$ cat src/owtr_pkg.sv
// ----------------------------------------------------------------------------
// owtr_pkg
// Shared types, register codes and command bytes of the one-wire reader.
// ----------------------------------------------------------------------------
package owtr_pkg;

    localparam int CFG_W  = 10;
    localparam int TEMP_W = 16;

    // Register indexes of the configuration port
    typedef enum logic [2:0] {
        REG_RESET_LOW     = 3'd0,
        REG_PRESENCE_WAIT = 3'd1,
        REG_SHORT_SLOT    = 3'd2,
        REG_LONG_SLOT     = 3'd3,
        REG_READ_LOW      = 3'd4,
        REG_READ_SAMPLE   = 3'd5,
        REG_READ_RECOVERY = 3'd6,
        REG_COMMAND_GAP   = 3'd7
    } t_reg_idx;

    localparam logic [CFG_W-1:0] RST_RESET_LOW     = 10'd500;
    localparam logic [CFG_W-1:0] RST_PRESENCE_WAIT = 10'd60;
    localparam logic [CFG_W-1:0] RST_SHORT_SLOT    = 10'd10;
    localparam logic [CFG_W-1:0] RST_LONG_SLOT     = 10'd70;
    localparam logic [CFG_W-1:0] RST_READ_LOW      = 10'd1;
    localparam logic [CFG_W-1:0] RST_READ_SAMPLE   = 10'd10;
    localparam logic [CFG_W-1:0] RST_READ_RECOVERY = 10'd50;
    localparam logic [CFG_W-1:0] RST_COMMAND_GAP   = 10'd100;

    // Bus commands
    localparam logic [7:0] CMD_SKIP_ROM   = 8'hCC;
    localparam logic [7:0] CMD_CONVERT    = 8'h44;
    localparam logic [7:0] CMD_READ_SCRATCH = 8'hBE;

    typedef struct packed {
        logic [CFG_W-1:0] reset_low;
        logic [CFG_W-1:0] presence_wait;
        logic [CFG_W-1:0] short_slot;
        logic [CFG_W-1:0] long_slot;
        logic [CFG_W-1:0] read_low;
        logic [CFG_W-1:0] read_sample;
        logic [CFG_W-1:0] read_recovery;
        logic [CFG_W-1:0] command_gap;
    } t_cfg;

    typedef struct packed {
        logic signed [TEMP_W-1:0] temperature;
        logic                     no_device;
        logic                     done;
        logic                     busy;
        logic                     drive_low;
    } t_result;

endpackage

$ cat src/owtr_cfg_regs.sv
// ----------------------------------------------------------------------------
// owtr_cfg_regs
// Timing register file, written through the plain write port.
// ----------------------------------------------------------------------------
module owtr_cfg_regs (
    input  logic                       i_clk,
    input  logic                       i_rst_n,
    input  logic                       i_cfg_we,
    input  logic [2:0]                 i_cfg_index,
    input  logic [owtr_pkg::CFG_W-1:0] i_cfg_wdata,
    output owtr_pkg::t_cfg             o_cfg
);

    owtr_pkg::t_cfg r_cfg;
    owtr_pkg::t_reg_idx w_idx;

    assign w_idx = owtr_pkg::t_reg_idx'(i_cfg_index);

    always_ff @(posedge i_clk) begin
        if (!i_rst_n) begin
            r_cfg.reset_low     <= owtr_pkg::RST_RESET_LOW;
            r_cfg.presence_wait <= owtr_pkg::RST_PRESENCE_WAIT;
            r_cfg.short_slot    <= owtr_pkg::RST_SHORT_SLOT;
            r_cfg.long_slot     <= owtr_pkg::RST_LONG_SLOT;
            r_cfg.read_low      <= owtr_pkg::RST_READ_LOW;
            r_cfg.read_sample   <= owtr_pkg::RST_READ_SAMPLE;
            r_cfg.read_recovery <= owtr_pkg::RST_READ_RECOVERY;
            r_cfg.command_gap   <= owtr_pkg::RST_COMMAND_GAP;
        end else if (i_cfg_we) begin
            case (w_idx)
                owtr_pkg::REG_RESET_LOW:     r_cfg.reset_low     <= i_cfg_wdata;
                owtr_pkg::REG_PRESENCE_WAIT: r_cfg.presence_wait <= i_cfg_wdata;
                owtr_pkg::REG_SHORT_SLOT:    r_cfg.short_slot    <= i_cfg_wdata;
                owtr_pkg::REG_LONG_SLOT:     r_cfg.long_slot     <= i_cfg_wdata;
                owtr_pkg::REG_READ_LOW:      r_cfg.read_low      <= i_cfg_wdata;
                owtr_pkg::REG_READ_SAMPLE:   r_cfg.read_sample   <= i_cfg_wdata;
                owtr_pkg::REG_READ_RECOVERY: r_cfg.read_recovery <= i_cfg_wdata;
                owtr_pkg::REG_COMMAND_GAP:   r_cfg.command_gap   <= i_cfg_wdata;
                default:                     r_cfg               <= r_cfg;
            endcase
        end
    end

    assign o_cfg = r_cfg;

endmodule

$ cat src/owtr_seq.sv
// ----------------------------------------------------------------------------
// owtr_seq
// Bus sequencer: phase, tick timer, bit and byte counters, shift register and
// temperature store. Advances one tick per fire.
// ----------------------------------------------------------------------------
module owtr_seq #(
    parameter int TIMER_BITS = 10
) (
    input  logic              i_clk,
    input  logic              i_rst_n,
    input  logic              i_fire,
    input  logic              i_start,
    input  logic              i_bus,
    input  owtr_pkg::t_cfg    i_cfg,
    output owtr_pkg::t_result o_res
);

    localparam int CMP_W = ((TIMER_BITS > owtr_pkg::CFG_W) ? TIMER_BITS : owtr_pkg::CFG_W) + 1;

    localparam logic [2:0] STEP_SKIP1    = 3'd0;
    localparam logic [2:0] STEP_CONVERT  = 3'd1;
    localparam logic [2:0] STEP_RESET2   = 3'd2;
    localparam logic [2:0] STEP_READ_CMD = 3'd3;
    localparam logic [2:0] STEP_LSB      = 3'd4;
    localparam logic [2:0] STEP_MSB      = 3'd5;
    localparam logic [2:0] STEP_CLOSE    = 3'd6;

    typedef enum logic [3:0] {
        PH_IDLE, PH_RST_LOW, PH_RST_WAIT, PH_GAP, PH_WR_LOW, PH_WR_HIGH,
        PH_RD_LOW, PH_RD_WAIT, PH_RD_REC
    } t_phase;

    t_phase                    r_phase, n_phase;
    logic [TIMER_BITS-1:0]     r_tick,  n_tick;
    logic [2:0]                r_bit,   n_bit;
    logic [2:0]                r_step,  n_step;
    logic [7:0]                r_shift, n_shift;
    logic [7:0]                r_low,   n_low;
    logic [owtr_pkg::TEMP_W-1:0] r_temp, n_temp;

    logic [owtr_pkg::CFG_W-1:0] w_len;
    logic [CMP_W-1:0]           w_len_ext;
    logic [CMP_W-1:0]           w_tick_p1;
    logic                       w_last;
    logic                       w_begin;
    logic                       w_done;
    logic                       w_nodev;

    function automatic logic [7:0] command_for(input logic [2:0] step);
        logic [7:0] cmd;
        if (step == STEP_CONVERT) begin
            cmd = owtr_pkg::CMD_CONVERT;
        end else if (step == STEP_READ_CMD) begin
            cmd = owtr_pkg::CMD_READ_SCRATCH;
        end else begin
            cmd = owtr_pkg::CMD_SKIP_ROM;
        end
        return cmd;
    endfunction

    // Select the length of the running phase
    always_comb begin
        case (r_phase)
            PH_RST_LOW:  w_len = i_cfg.reset_low;
            PH_RST_WAIT: w_len = i_cfg.presence_wait;
            PH_GAP:      w_len = i_cfg.command_gap;
            PH_WR_LOW:   w_len = r_shift[0] ? i_cfg.short_slot : i_cfg.long_slot;
            PH_WR_HIGH:  w_len = r_shift[0] ? i_cfg.long_slot : i_cfg.short_slot;
            PH_RD_LOW:   w_len = i_cfg.read_low;
            PH_RD_WAIT:  w_len = i_cfg.read_sample;
            PH_RD_REC:   w_len = i_cfg.read_recovery;
            default:     w_len = owtr_pkg::CFG_W'(1);
        endcase
        if (w_len == '0) begin
            w_len = owtr_pkg::CFG_W'(1);
        end
    end

    assign w_len_ext = CMP_W'(w_len);
    assign w_tick_p1 = CMP_W'(r_tick) + CMP_W'(1);
    assign w_last    = (w_tick_p1 >= w_len_ext) || (r_tick == '1);

    always_comb begin
        n_phase = r_phase;
        n_tick  = r_tick;
        n_bit   = r_bit;
        n_step  = r_step;
        n_shift = r_shift;
        n_low   = r_low;
        n_temp  = r_temp;
        w_begin = 1'b0;
        w_done  = 1'b0;
        w_nodev = 1'b0;

        if (r_phase == PH_IDLE) begin
            if (i_start) begin
                n_phase = PH_RST_LOW;
                n_tick  = '0;
                n_bit   = '0;
                n_step  = STEP_SKIP1;
            end
        end else if (!w_last) begin
            n_tick = r_tick + TIMER_BITS'(1);
        end else begin
            n_tick = '0;
            case (r_phase)
                PH_RST_LOW: begin
                    n_phase = PH_RST_WAIT;
                end
                PH_RST_WAIT: begin
                    if (r_step == STEP_CLOSE) begin
                        // closing reset: presence sample ignored
                        n_phase = PH_IDLE;
                        w_done  = 1'b1;
                    end else if (!i_bus) begin
                        n_phase = PH_GAP;
                    end else begin
                        n_phase = PH_IDLE;
                        w_done  = 1'b1;
                        w_nodev = 1'b1;
                    end
                end
                PH_GAP: begin
                    n_shift = command_for(r_step);
                    n_bit   = '0;
                    n_phase = PH_WR_LOW;
                end
                PH_WR_LOW: begin
                    n_phase = PH_WR_HIGH;
                end
                PH_WR_HIGH: begin
                    n_shift = r_shift >> 1;
                    n_bit   = r_bit + 3'd1;
                    if (n_bit == '0) begin
                        n_step  = r_step + 3'd1;
                        w_begin = 1'b1;
                    end else begin
                        n_phase = PH_WR_LOW;
                    end
                end
                PH_RD_LOW: begin
                    n_phase = PH_RD_WAIT;
                end
                PH_RD_WAIT: begin
                    n_shift = {i_bus, r_shift[7:1]};
                    n_phase = PH_RD_REC;
                end
                PH_RD_REC: begin
                    n_bit = r_bit + 3'd1;
                    if (n_bit == '0) begin
                        if (r_step == STEP_LSB) begin
                            n_low = r_shift;
                        end else begin
                            n_temp = {r_shift, r_low};
                        end
                        n_step  = r_step + 3'd1;
                        w_begin = 1'b1;
                    end else begin
                        n_phase = PH_RD_LOW;
                    end
                end
                default: begin
                    n_phase = PH_IDLE;
                end
            endcase
        end

        // Open the next byte step
        if (w_begin) begin
            n_bit = '0;
            case (n_step) inside
                STEP_CONVERT, STEP_READ_CMD: begin
                    n_shift = command_for(n_step);
                    n_phase = PH_WR_LOW;
                end
                STEP_LSB, STEP_MSB: begin
                    n_shift = '0;
                    n_phase = PH_RD_LOW;
                end
                STEP_RESET2: begin
                    n_phase = PH_RST_LOW;
                end
                default: begin
                    n_step  = STEP_CLOSE;
                    n_phase = PH_RST_LOW;
                end
            endcase
        end
    end

    always_ff @(posedge i_clk) begin
        if (!i_rst_n) begin
            r_phase <= PH_IDLE;
            r_tick  <= '0;
            r_bit   <= '0;
            r_step  <= '0;
            r_shift <= '0;
            r_low   <= '0;
            r_temp  <= '0;
        end else if (i_fire) begin
            r_phase <= n_phase;
            r_tick  <= n_tick;
            r_bit   <= n_bit;
            r_step  <= n_step;
            r_shift <= n_shift;
            r_low   <= n_low;
            r_temp  <= n_temp;
        end
    end

    assign o_res.drive_low   = (r_phase inside {PH_RST_LOW, PH_WR_LOW, PH_RD_LOW});
    assign o_res.busy        = (r_phase != PH_IDLE);
    assign o_res.done        = w_done;
    assign o_res.no_device   = w_nodev;
    assign o_res.temperature = n_temp;

endmodule

$ cat src/one_wire_temperature_reader_core.sv
// ----------------------------------------------------------------------------
// one_wire_temperature_reader_core
// One-wire bus master that reads one temperature sensor, one item per tick.
// ----------------------------------------------------------------------------
// Pipeline: a tick item is held in the input register, then the sequencer
//   step stores its result item in the result register.
// Throughput: one item per cycle unless the output side stalls; the result register
//   frees the input side whenever the output side takes its item in the same cycle.
// Reset: synchronous, active low; clears the sequencer to idle, the timing
//   registers to their defaults and both stage valid flags.
module one_wire_temperature_reader_core #(
    parameter int TIMER_BITS = 10
) (
    input  logic                       i_clk,
    input  logic                       i_rst_n,
    // Tick stream in
    input  logic                       i_s_tvalid,
    output logic                       o_s_tready,
    input  logic [7:0]                 i_s_tdata,   // [0] start_request, [1] bus_level
    // Result stream out
    output logic                       o_m_tvalid,
    input  logic                       i_m_tready,
    output logic [23:0]                o_m_tdata,   // [0] drive_low, [1] busy_res,
                                                    // [2] done_res, [3] no_device,
                                                    // [19:4] temperature
    // Configuration write port
    input  logic                       i_cfg_we,
    input  logic [2:0]                 i_cfg_index,
    input  logic [owtr_pkg::CFG_W-1:0] i_cfg_wdata
);

    logic              r_in_valid;
    logic              r_in_start;
    logic              r_in_bus;
    logic              r_out_valid;
    owtr_pkg::t_result r_out;

    logic              w_out_free;
    logic              w_fire;
    logic              w_in_take;
    owtr_pkg::t_cfg    w_cfg;
    owtr_pkg::t_result w_res;

    // The result register can load when empty or when its item leaves now
    assign w_out_free = !r_out_valid || i_m_tready;
    // Step the sequencer on the registered tick when the result can be stored
    assign w_fire     = r_in_valid && w_out_free;
    // The input register takes a new tick when empty or draining this cycle
    assign o_s_tready = !r_in_valid || w_out_free;
    assign w_in_take  = i_s_tvalid && o_s_tready;

    owtr_cfg_regs u_cfg (
        .i_clk       (i_clk),
        .i_rst_n     (i_rst_n),
        .i_cfg_we    (i_cfg_we),
        .i_cfg_index (i_cfg_index),
        .i_cfg_wdata (i_cfg_wdata),
        .o_cfg       (w_cfg)
    );

    owtr_seq #(
        .TIMER_BITS (TIMER_BITS)
    ) u_seq (
        .i_clk   (i_clk),
        .i_rst_n (i_rst_n),
        .i_fire  (w_fire),
        .i_start (r_in_start),
        .i_bus   (r_in_bus),
        .i_cfg   (w_cfg),
        .o_res   (w_res)
    );

    // Input stage: hold the tick until the sequencer consumes it
    always_ff @(posedge i_clk) begin
        if (!i_rst_n) begin
            r_in_valid <= 1'b0;
        end else if (o_s_tready) begin
            r_in_valid <= i_s_tvalid;
        end
    end

    always_ff @(posedge i_clk) begin
        if (w_in_take) begin
            r_in_start <= i_s_tdata[0];
            r_in_bus   <= i_s_tdata[1];
        end
    end

    // Result stage: hold the item while the output side stalls
    always_ff @(posedge i_clk) begin
        if (!i_rst_n) begin
            r_out_valid <= 1'b0;
        end else if (w_out_free) begin
            r_out_valid <= w_fire;
        end
    end

    always_ff @(posedge i_clk) begin
        if (w_fire) begin
            r_out <= w_res;
        end
    end

    assign o_m_tvalid = r_out_valid;
    assign o_m_tdata  = {4'b0000, r_out.temperature, r_out.no_device, r_out.done,
                         r_out.busy, r_out.drive_low};

endmodule

$ cat config.mk
export PLATFORM = sky130hd
export DESIGN_NAME = one_wire_temperature_reader_core
export DESIGN_NICKNAME = d
export VERILOG_FILES = /design/src/owtr_pkg.sv /design/src/owtr_cfg_regs.sv /design/src/owtr_seq.sv /design/src/one_wire_temperature_reader_core.sv
export SDC_FILE = /design/constraint.sdc
export NUM_CORES = 1
export LEC_CHECK = 0
export BUFFER_PORTS_ARGS = -buffer_cell sky130_fd_sc_hd__buf_2
export CAP_MARGIN = 20
export CELL_PAD_IN_SITES_DETAIL_PLACEMENT = 0
export CELL_PAD_IN_SITES_GLOBAL_PLACEMENT = 1
export CORE_MARGIN = 2
export CORE_UTILIZATION = 52
export CTS_BUF_LIST = sky130_fd_sc_hd__clkbuf_8
export DETAILED_ROUTE_END_ITERATION = 7
export PLACE_DENSITY = 0.95
export SYNTH_ARGS = -nofsm -noshare
export SYNTH_HDL_FRONTEND = slang
export SYNTH_SLANG_ARGS = --single-unit
$ cat constraint.sdc
create_clock -name i_clk -period 6.73 [get_ports i_clk]
set_clock_uncertainty 0.15 [all_clocks]
set_input_delay 0.673 -clock i_clk [delete_from_list [all_inputs] [get_ports i_clk]]
set_output_delay 0.673 -clock i_clk [all_outputs]
set_load 0.02 [all_outputs]
; Yosys cells after proc, flatten, opt, wreduce, memory -nomap -nowiden
; Index checks and enable logic that the tools add are counted.
[word_totals]
reg_bits = 156
latch_bits = 0
ram_bits = 0
romBits = 0
out_inout_bits = 26
elab_cells = 146
mem_count = 0
[classes]
n_addsub = 4
multipliers = 0
n_div = 0
order_cmp = 1
n_eq_ne = 29
n_shift = 0
n_mux = 53
bitwise_logic = 3
reduce_logical = 32
[op_table]
columns = op, n
row1 = $mux W16, 5
row2 = $pmux W10 S8, 1
row3 = $mux W10, 6
row4 = $mux W8, 7
row5 = $mux W3, 14
row6 = $mux W4, 8
row7 = $pmux W4 S8, 1
row8 = $eq A3 B3 Y1 const B, 8
row9 = $pmux W8 S3, 1
row10 = $reduce_and A2 Y1, 9
row11 = $eq A4 B3 Y1 const B, 4
row12 = $eq A3 B2 Y1 const B, 5
row13 = $mux W7, 2
row14 = $add A10 B1 Y11 const B, 1
row15 = $ge A11 B10 Y1, 1
row16 = $add A10 B1 Y10 const B, 1
row17 = $eq A10 B10 Y1 const B, 1
row18 = $logic_not A10 Y1, 1
row19 = $eq A3 B1 Y1 const B, 3
row20 = $eq A4 B2 Y1 const B, 2
row21 = $ne A4 B2 Y1 const B, 2
row22 = $reduce_bool A4 Y1, 2
row23 = $add A3 B1 Y3 const B, 2
row24 = $logic_not A3 Y1, 2
row25 = 19 further kinds, 33

; Longest topological paths before layout
; Gate-level depths: netlist (run 1).
[logic_depth]
ltp_word = 13
ltp_mapped = 17

; Hierarchy
; From an unflattened synthesis (run 1), not the netlist that was laid out.
[hier_totals]
cells_unflattened = 820
hier_area_um2 = 8001.4
[modules_own_cells]
columns = mod, instances, cells_per_inst, area_per_inst_um2
row1 = owtr_seq, 1, 490, 4113.9
row2 = owtr_cfg_regs, 1, 294, 3089.2
row3 = one_wire_temperature_reader_core, 1, 36, 798.3

; Worst setup path before layout (run 1)
; No wires, ideal clock.
[synth_timing]
kind = reg-to-reg
startpoint = register u_seq.r_phase[0]
endpoint = register r_out, in the netlist o_m_tdata[10], data pin
setup_time_ns = 0.260
arrival_ns = 3.812
required_time_ns = 6.320
path_slack_ns = 2.508
path_stages_with_launch = 15
path_buffers = 2
period_less_slack_ns = 4.222
cell_sequence = dfxtp_1 buf_2 xnor2_1 mux2_2 a221oi_1 nand4_1 o31ai_1 ha_1 nand2b_1 a2111oi_4 nor3_4 nor3_4 nor2_2 buf_6 mux2_2
[synth_via]
elab_chain_cells = 8
word_cells_on_any_way = 17
cone_classes = order compare: 1 / eq/ne: 8 / mux: 5 / reduce/logical: 3
[synth_lines]
columns = item, line_no
row1 = start: declaration, owtr_seq.sv:33  ; t_phase r_phase, n_phase;
row2 = start signal: assignment, owtr_seq.sv:201  ; r_phase <= n_phase;
row3 = "$eq A4 B4 Y1, or another cell as far along", "owtr_seq.sv:63, owtr_seq.sv:106"
row4 = $pmux W10 S8, owtr_seq.sv:63  ; case (r_phase)
row5 = $logic_not A10 Y1, owtr_seq.sv:74  ; if (w_len == '0) begin
row6 = $mux W10, owtr_seq.sv:74
row7 = $ge A11 B10 Y1, owtr_seq.sv:81  ; assign w_last = (w_tick_p1 >= w_len_ext) || (r_tick == '1);
row8 = $logic_or A1 B1 Y1, owtr_seq.sv:81
row9 = $mux W16, owtr_seq.sv:102  ; end else if (!w_last) begin
row10 = $mux W16 (*), owtr_seq.sv:95  ; if (r_phase == PH_IDLE) begin
row11 = net u_seq.n_temp (one bit), owtr_seq.sv:39  ; logic [owtr_pkg::TEMP_W-1:0] r_temp, n_temp;
row12 = end signal: assignment, one_wire_temperature_reader_core.sv:100  ; r_out <= w_res;
row13 = end: declaration, one_wire_temperature_reader_core.sv:36  ; owtr_pkg::t_result r_out;
; Mark *: on every way through the listed nets, which the timed path passes. The rest lies on a longest branch.
; A chain may end at the register's enable or synchronous reset.

; Worst setup path after layout (run 1)
[layout_timing]
startpoint = register u_seq.r_shift[0]
endpoint = register r_out, in the netlist o_m_tdata[13], data pin
[layout_via]
elab_chain_cells = 8
word_cells_on_any_way = 9
cone_classes = order compare: 1 / mux: 6 / reduce/logical: 2
[layout_lines]
columns = item, line_no
row1 = start: declaration, owtr_seq.sv:37  ; logic [7:0] r_shift, n_shift;
row2 = start signal: assignment, owtr_seq.sv:205  ; r_shift <= n_shift;
row3 = "$mux W10, on equally long branches", "owtr_seq.sv:68, owtr_seq.sv:67"
row4 = $pmux W10 S8 (*), owtr_seq.sv:63
row5 = $logic_not A10 Y1, owtr_seq.sv:74
row6 = $mux W10 (*), owtr_seq.sv:74
row7 = $ge A11 B10 Y1 (*), owtr_seq.sv:81
row8 = $logic_or A1 B1 Y1 (*), owtr_seq.sv:81
row9 = $mux W16 (*), owtr_seq.sv:102
row10 = $mux W16 (*), owtr_seq.sv:95
row11 = net u_seq.n_temp (one bit), owtr_seq.sv:39
; Marked as above.

==> metrics.csv, run 1 <==
stage;metric;value;unit
hold_path;whs_endpoint;r_in_start$_DFFE_PP_;
die;die_area;15900;sq um
finish;nNetsFinal;976;
die;start_util;53.4;%
grt;grt_pass1_wl;31600;um
worst_setup_path;crit_required;6800;ps
routing;initialDrtViolationCount;526;
die;row_count;44;
timing;setup_viol;0;
grt;use_met1;33.2;%
routing;via_per_inst;5.76;
power_and_ir_drop;irDropWorstVdd;246;uV
finish;antenna_cells;0;
placed_design;gp_congestion;0.865;
worst_setup_path;critPathMaxFanout;14;
synth;avgSynthCellArea;8.50;sq um
finish;drive_above_1_share;13.8;%
hold_path;whs_path_depth;1;
power_and_ir_drop;power_leakage;3.17;nW
job;max_cap_viol_count;0;
synth;ys_warn_count;0;
finish;n_fill_cell;1377;
grt;top_usage_layer;met2;
clock_tree;clock-sinks;156;
placed_design;hpwl;13200;um
timing;tns;0;ps
synth;async_flop_share;0;%
clock_tree;cts-root-buf;clkbuf_8;
routing;ant_nets;0;
power_and_ir_drop;p_total;1.85;mW
placed_design;portBuffers;41;
die;core;14500;sq um
finish;design_area;8470;sq um
finish;fin_util;58.3;%
clock_tree;htreeDepth;4;
clock_tree;hold_buffers;0;
routing;dr.pass1.iters;5;
worst_setup_path;r2r_cells;14;
timing;worst_pin_slew;999;ps
grt;grt_antenna_before_repair;0;
finish;final_cell_mix;nand2_1, dfxtp_1, a21oi_1;
grt;grt_pass1_vias;5953;
synth;ys_ff_latch;156;
worst_setup_path;r2r-end;o_m_tdata[13]$_DFFE_PP_;
timing;hold_viol_final;0;
grt;grt_use_total;24.9;%
routing;drc;0;
routing;num_vias;6498;
synth;synth-seq-area-share;43.1;%
worst_setup_path;cp-start-kind;flip-flop;
finish;final_common_cell;nand2_1;
worst_setup_path;critPathKind;flip-flop to flip-flop;
timing;max_freq;0.197;GHz
worst_setup_path;critPathArrivalTime;5150;ps
worst_setup_path;rrSetupSlack;1650;ps
timing;slew_headroom;33.2;%
grt;grt.overflow.total;0;
synth;netlist_area;7760;sq um
power_and_ir_drop;powerDensity;219;nW/um^2
synth;syn_inst;912;
routing;detail_route.wl_per_cell;17.4;um
worst_setup_path;endpoint_kind;flip-flop;
grt;grt_max_degree;73;
clock_tree;cts_tree;yes;
die;io_pins;52;
hold_path;hold_start;i_s_tdata[0];
synth;ys.flop_type;dfxtp_1;
grt;grtUsageMet2;40.5;%
hold_path;hp-class;input pin to flip-flop;
timing;slew_viol_final;0;
clock_tree;cts_made_buffers;17;
clock_tree;post_cts_buffers;0;
outcome;status;complete, no violations;
die;fp.dieW;126;um
synth;synthDistinctLibCells;72;
clock_tree;clock_latency;470;ps
die;die_h;126;um
timing;fin_crit;5080;ps
worst_setup_path;worstReg2RegStart;u_seq.r_shift[0]$_SDFFE_PN0P_;
clock_tree;post_cts_resized;0;
timing;fin_crit_sh;75.5;%
routing;wirelength;19600;um
placed_design;post_dp_cell_area;8040;sq um
synth;synth_edf_count;22;
finish;area_growth;9.16;%
grt;grt_util_met3;5.44;%
timing;rsz0062_at_grt;no;
clock_tree;cts_max_path_buffers;2;
clock_tree;cts.reportedPaths.clkPinSlew;80;ps
-- cell type report --
cell class | instances | area (sq um) | share of cell area (%)
inverters | 15 | 56.3 | 0.665
repair buffers | 55 | 330 | 3.90
multi-input cells | 687 | 4110 | 48.6
clock buffers | 18 | 248 | 2.93
flip-flops and latches | 156 | 3340 | 39.5
clock inverters | 14 | 148 | 1.74
well taps | 184 | 230 | 2.72
-- logic make-up after synthesis --
group	synth area share, %
adder cells (fa/ha/maj)	2.90
other	0.0483
flip-flops	43.1
buffers and inverters	4.10
AND/OR/NAND/NOR	23.7
XOR/XNOR	2.03
multiplexers	9.49
AO/OA/AOI/OAI	14.6
-- routing by layer --
layer / vias up / routed length, um
li1: 3211 / -
met1: 3069 / 8740
met2: 188 / 9450
met3: 30 / 1020
met4: 0 / 421
met5: - / 0
-- cell usage after synthesis, types with 8 or more instances --
cell type	number	area share, %
edfxtp_1	22	8.5
a22o_1	8	0.90
buf_2	8	0.52
nor2_1	57	2.8
inv_1	14	0.68
nor3_1	10	0.65
clkbuf_1	27	1.3
a22oi_1	8	0.77
nand2_1	243	12
clkbuf_2	9	0.58
o22ai_1	8	0.65
ha_1	18	2.9
mux2i_1	51	6.6
mux2_2	20	2.9
o21ai_0	22	1.4
nor2b_1	9	0.73
dfxtp_1	134	35
xnor2_1	11	1.2
nand3_1	38	2.5
a21oi_1	75	4.8
-- worst max-delay path: stages (launching register included) --
cell	delay (ps)
dfxtp_1	730
xnor2_1	190
buf_4	210
mux2_2	360
a221oi_1	630
nand4_1	160
o31ai_1	320
ha_1	280
nand2b_1	170
a2111oi_4	430
nor3_4	140
nor3_4	400
nor2_2	130
buf_4	230
mux2_2	300
-- per-stage QoR --
| step | hold WS, ps | cells | setup WS [ps] |
|---|---|---|---|
| floorplan | 281 | 915 | 2510 |
| global placement | 290 | 1096 | 1710 |
| detailed placement | 296 | 1096 | 1650 |
| CTS | 218 | 1128 | 1630 |
| global route | 206 | 1129 | 1340 |
| finish | 232 | 1129 | 1650 |
-- where the power goes --
group	switching, mW	leakage [nW]	internal, mW	total [mW]
Clock	0.362	0.204	0.340	0.702
Combinational	0.114	1.68	0.0532	0.167
Sequential	0.0173	1.28	0.967	0.984
-- how the worst max path moves through the flow --
| stage | startpoint | end | slack (ps) | cells after the start |
|---|---|---|---|---|
| floorplan | u_seq.r_phase[0]$_SDFFE_PN0P_ | o_m_tdata[10]$_DFFE_PP_ | 2510 | 14 |
| global placement | u_seq.r_shift[0]$_SDFFE_PN0P_ | o_m_tdata[18]$_DFFE_PP_ | 1710 | 14 |
| detailed placement | u_seq.r_shift[0]$_SDFFE_PN0P_ | o_m_tdata[18]$_DFFE_PP_ | 1650 | 14 |
| CTS | u_seq.r_shift[0]$_SDFFE_PN0P_ | o_m_tdata[13]$_DFFE_PP_ | 1630 | 14 |
| global route | u_seq.r_shift[0]$_SDFFE_PN0P_ | u_seq.r_tick[1]$_SDFFE_PN0P_ | 1340 | 13 |
| finish | u_seq.r_shift[0]$_SDFFE_PN0P_ | o_m_tdata[13]$_DFFE_PP_ | 1650 | 14 |
-- registers in the layout, indices dropped and copies added (netlist names) --
signal / flops
r_in_bus: 1
u_seq.r_phase: 4
r_in_valid: 1
u_seq.r_low: 8
u_seq.r_tick: 10
o_m_tdata: 20
u_seq.r_shift: 8
u_seq.r_step: 3
o_m_tvalid: 1
r_in_start: 1
u_cfg.o_cfg: 80
u_seq.r_bit: 3
u_seq.r_temp: 16
Power figures use the tool's default switching activity.
==> inputs of run 2 (changes only) <==
--- a/config.mk
+++ b/config.mk
@@ -10,10 +10,10 @@
 export CELL_PAD_IN_SITES_DETAIL_PLACEMENT = 0
 export CELL_PAD_IN_SITES_GLOBAL_PLACEMENT = 1
 export CORE_MARGIN = 2
-export CORE_UTILIZATION = 52
+export CORE_UTILIZATION = 43
 export CTS_BUF_LIST = sky130_fd_sc_hd__clkbuf_8
 export DETAILED_ROUTE_END_ITERATION = 7
-export PLACE_DENSITY = 0.95
+export PLACE_DENSITY = 0.9
 export SYNTH_ARGS = -nofsm -noshare
 export SYNTH_HDL_FRONTEND = slang
 export SYNTH_SLANG_ARGS = --single-unit
==> constraint.sdc (replaced) <==
create_clock -name i_clk -period 4.2 [get_ports i_clk]
set_clock_uncertainty 0.15 [all_clocks]
set_input_delay 0.42 -clock i_clk [delete_from_list [all_inputs] [get_ports i_clk]]
set_output_delay 0.42 -clock i_clk [all_outputs]
set_load 0.02 [all_outputs]
==> metrics.csv, run 2 (same netlist as run 1, synthesis figures left out) <==
stage;metric;value;unit;change
clock_tree;htreeDepth;4;;unchanged
grt;grt_max_degree;59;;-19%
finish;antenna_cells;0;;unchanged
timing;hold_viol_final;0;;unchanged
timing;hold_ws;25.1;ps;-207 ps
timing;worst_pin_slew;1020;ps;+19.1 ps
routing;initialDrtViolationCount;537;;+2.1%
finish;largest_register_ffs;80;;unchanged
power_and_ir_drop;powerDensity;331;nW/um^2;+52%
grt;grt.overflow.total;0;;unchanged
finish;final_cell_mix;nand2_1, dfxtp_1, a21oi_1;;
grt;grt_pass1_wl;32900;um;+4.1%
placed_design;gp_congestion;0.909;;+5.2%
grt;grt_antenna_before_repair;0;;unchanged
routing;via_per_inst;5.46;;-5.2%
power_and_ir_drop;pwr-share-comb;10.3;%;+1.3 points
power_and_ir_drop;sw_frac_of_total;28.0;%;+1.4 points
timing;setup_viol;0;;unchanged
finish;drive_above_1_share;18.0;%;+4.3 points
die;row_count;49;;+11%
routing;num_vias;6635;;+2.1%
clock_tree;cts.reportedPaths.clkPinSlew;80;ps;about the same
grt;grt_use_total;21.4;%;-3.5 points
job;max_cap_viol_count;0;;unchanged
worst_setup_path;critPathArrivalTime;4200;ps;-950 ps
clock_tree;cts_tree;yes;;
worst_setup_path;critPathKind;flip-flop to flip-flop;;
power_and_ir_drop;switchingPower;0.830;mW;+68%
die;start_util;43.5;%;-9.9 points
clock_tree;cts_max_path_buffers;2;;unchanged
hold_path;hold_start;i_s_tvalid;;
worst_setup_path;crit_required;4420;ps;-2380 ps
timing;max_freq;0.251;GHz;+28%
worst_setup_path;cp-start-kind;flip-flop;;
power_and_ir_drop;clockPowerShare;36.6;%;-1.3 points
die;die_h;138;um;+9.7%
die;io_pins;52;;unchanged
worst_setup_path;r2r_cells;16;;+2
timing;slew_headroom;31.8;%;-1.4 points
routing;ant_nets;0;;unchanged
placed_design;hpwl;14300;um;+7.7%
finish;design_area;8940;sq um;+5.6%
power_and_ir_drop;pwr-share-seq;53.2;%;about the same
outcome;status;complete, no violations;;
timing;fin_crit_sh;94.9;%;+19 points
routing;drc;0;;unchanged
routing;wirelength;20600;um;+4.9%
clock_tree;cts_made_buffers;17;;unchanged
finish;nNetsFinal;1018;;+4.3%
power_and_ir_drop;intPower;2.13;mW;+57%
hold_path;whs_path_depth;3;;+2
power_and_ir_drop;irDropWorstVdd;277;uV;+13%
routing;detail_route.wl_per_cell;16.9;um;-2.6%
timing;slew_viol_final;0;;unchanged
worst_setup_path;critPathMaxFanout;8;;-6
grt;grt_pass1_vias;6233;;+4.7%
die;fp.dieW;138;um;+9.7%
power_and_ir_drop;p_total;2.96;mW;+60%
timing;tns;0;ps;unchanged
timing;final.setup.worst_slack;216;ps;-1430 ps
clock_tree;clock_latency;470;ps;about the same
placed_design;post-place-ws;-138;ps;-1790 ps
die;die_area;19100;sq um;+20%
clock_tree;clock-sinks;156;;unchanged
routing;dr.pass1.iters;5;;unchanged
power_and_ir_drop;power_leakage;3.36;nW;+6.1%
worst_setup_path;critPathLaunch;u_seq.r_phase[1]$_SDFFE_PN0P_;;
finish;final_common_cell;nand2_1;;
die;core;17800;sq um;+23%
placed_design;portBuffers;41;;unchanged
placed_design;post_dp_cell_area;8460;sq um;+5.2%
worst_setup_path;worstReg2RegStart;u_seq.r_phase[1]$_SDFFE_PN0P_;;
clock_tree;cts-root-buf;clkbuf_8;;
worst_setup_path;endpoint_kind;flip-flop;;
finish;area_growth;15.3;%;
finish;n_fill_cell;1680;;+22%
timing;fin_crit;3980;ps;-1100 ps
hold_path;hp-class;input pin to flip-flop;;
-- run 2: cell count changes in the layout (fill, tap and decap cells not counted), sizes merged, moves of 2 or more --
| cell | delta |
|---|---|
| dlygate4sd3 | +2 |
| inv | +4 |
| clkinv | -5 |
| clkinvlp | +3 |
| buf | +40 |
-- run 2: cell type report --
cell class	count	area [sq um]	area share (%)
Tap cell	229	287	3.21
Clock buffer	17	234	2.62
Inverter	15	56.3	0.630
Multi-Input combinational cell	687	4180	46.7
Timing Repair Buffer	97	704	7.88
Sequential cell	156	3350	37.4
Clock inverter	15	136	1.53
-- run 2: path summary, 6_finish.rpt --
kind | slack [ps] | to
min | 30 | r_in_valid$_SDFFE_PN0N_
max reg2reg | 220 | u_seq.r_phase[2]$_SDFFE_PN0P_
min reg2reg | 310 | u_cfg.o_cfg[73]$_SDFFE_PN0P_
max | 220 | u_seq.r_phase[2]$_SDFFE_PN0P_
-- run 2: layer usage --
layer | vias up | share of wire [%] | track usage, %
met1 | 3143 | 45 | 28.4
met5 | - | 0 | 0
met3 | 30 | 4.5 | 3.71
li1 | 3286 | - | -
met2 | 176 | 49 | 35.2
met4 | 0 | 2.1 | 7.89
-- run 2: power groups by stage --
stage	clock [mW]	sequential (mW)	combinational, mW
finish	1.08	1.58	0.304
floorplan	0	1.61	0.187
global placement	0	1.61	0.292
detailed placement	0	1.61	0.296
CTS	1.10	1.57	0.299
global route	1.16	1.58	0.332
-- run 2: timing repair --
item | CTS | global route
pin swaps | 1 | 2
resized for setup | 2 | 11
buffers inserted | 1 | 0
endpoints found under the hold margin | 2 | 0
hold buffers | 2 | 0
setup endpoints to repair | 32 | 69
-- run 2: critical path, stage by stage (launching register included) --
cell       delay [ps]
dfxtp_1           380
buf_4             200
nor2b_1           180
a22o_1            250
a221oi_1          310
buf_4             180
nand4_1           110
o31ai_2           250
ha_1              260
nand2b_1          180
a2111oi_4         420
nor3_4             90
buf_4             180
o31ai_2           250
buf_4             200
nor2_1             50
o31ai_1           250
-- run 2: metrics by stage --
step	utilization, %	cells
floorplan	-	915
global route	50.1	1216
detailed placement	47.4	1181
global placement	47.4	1181
finish	50.1	1216
CTS	49.8	1216
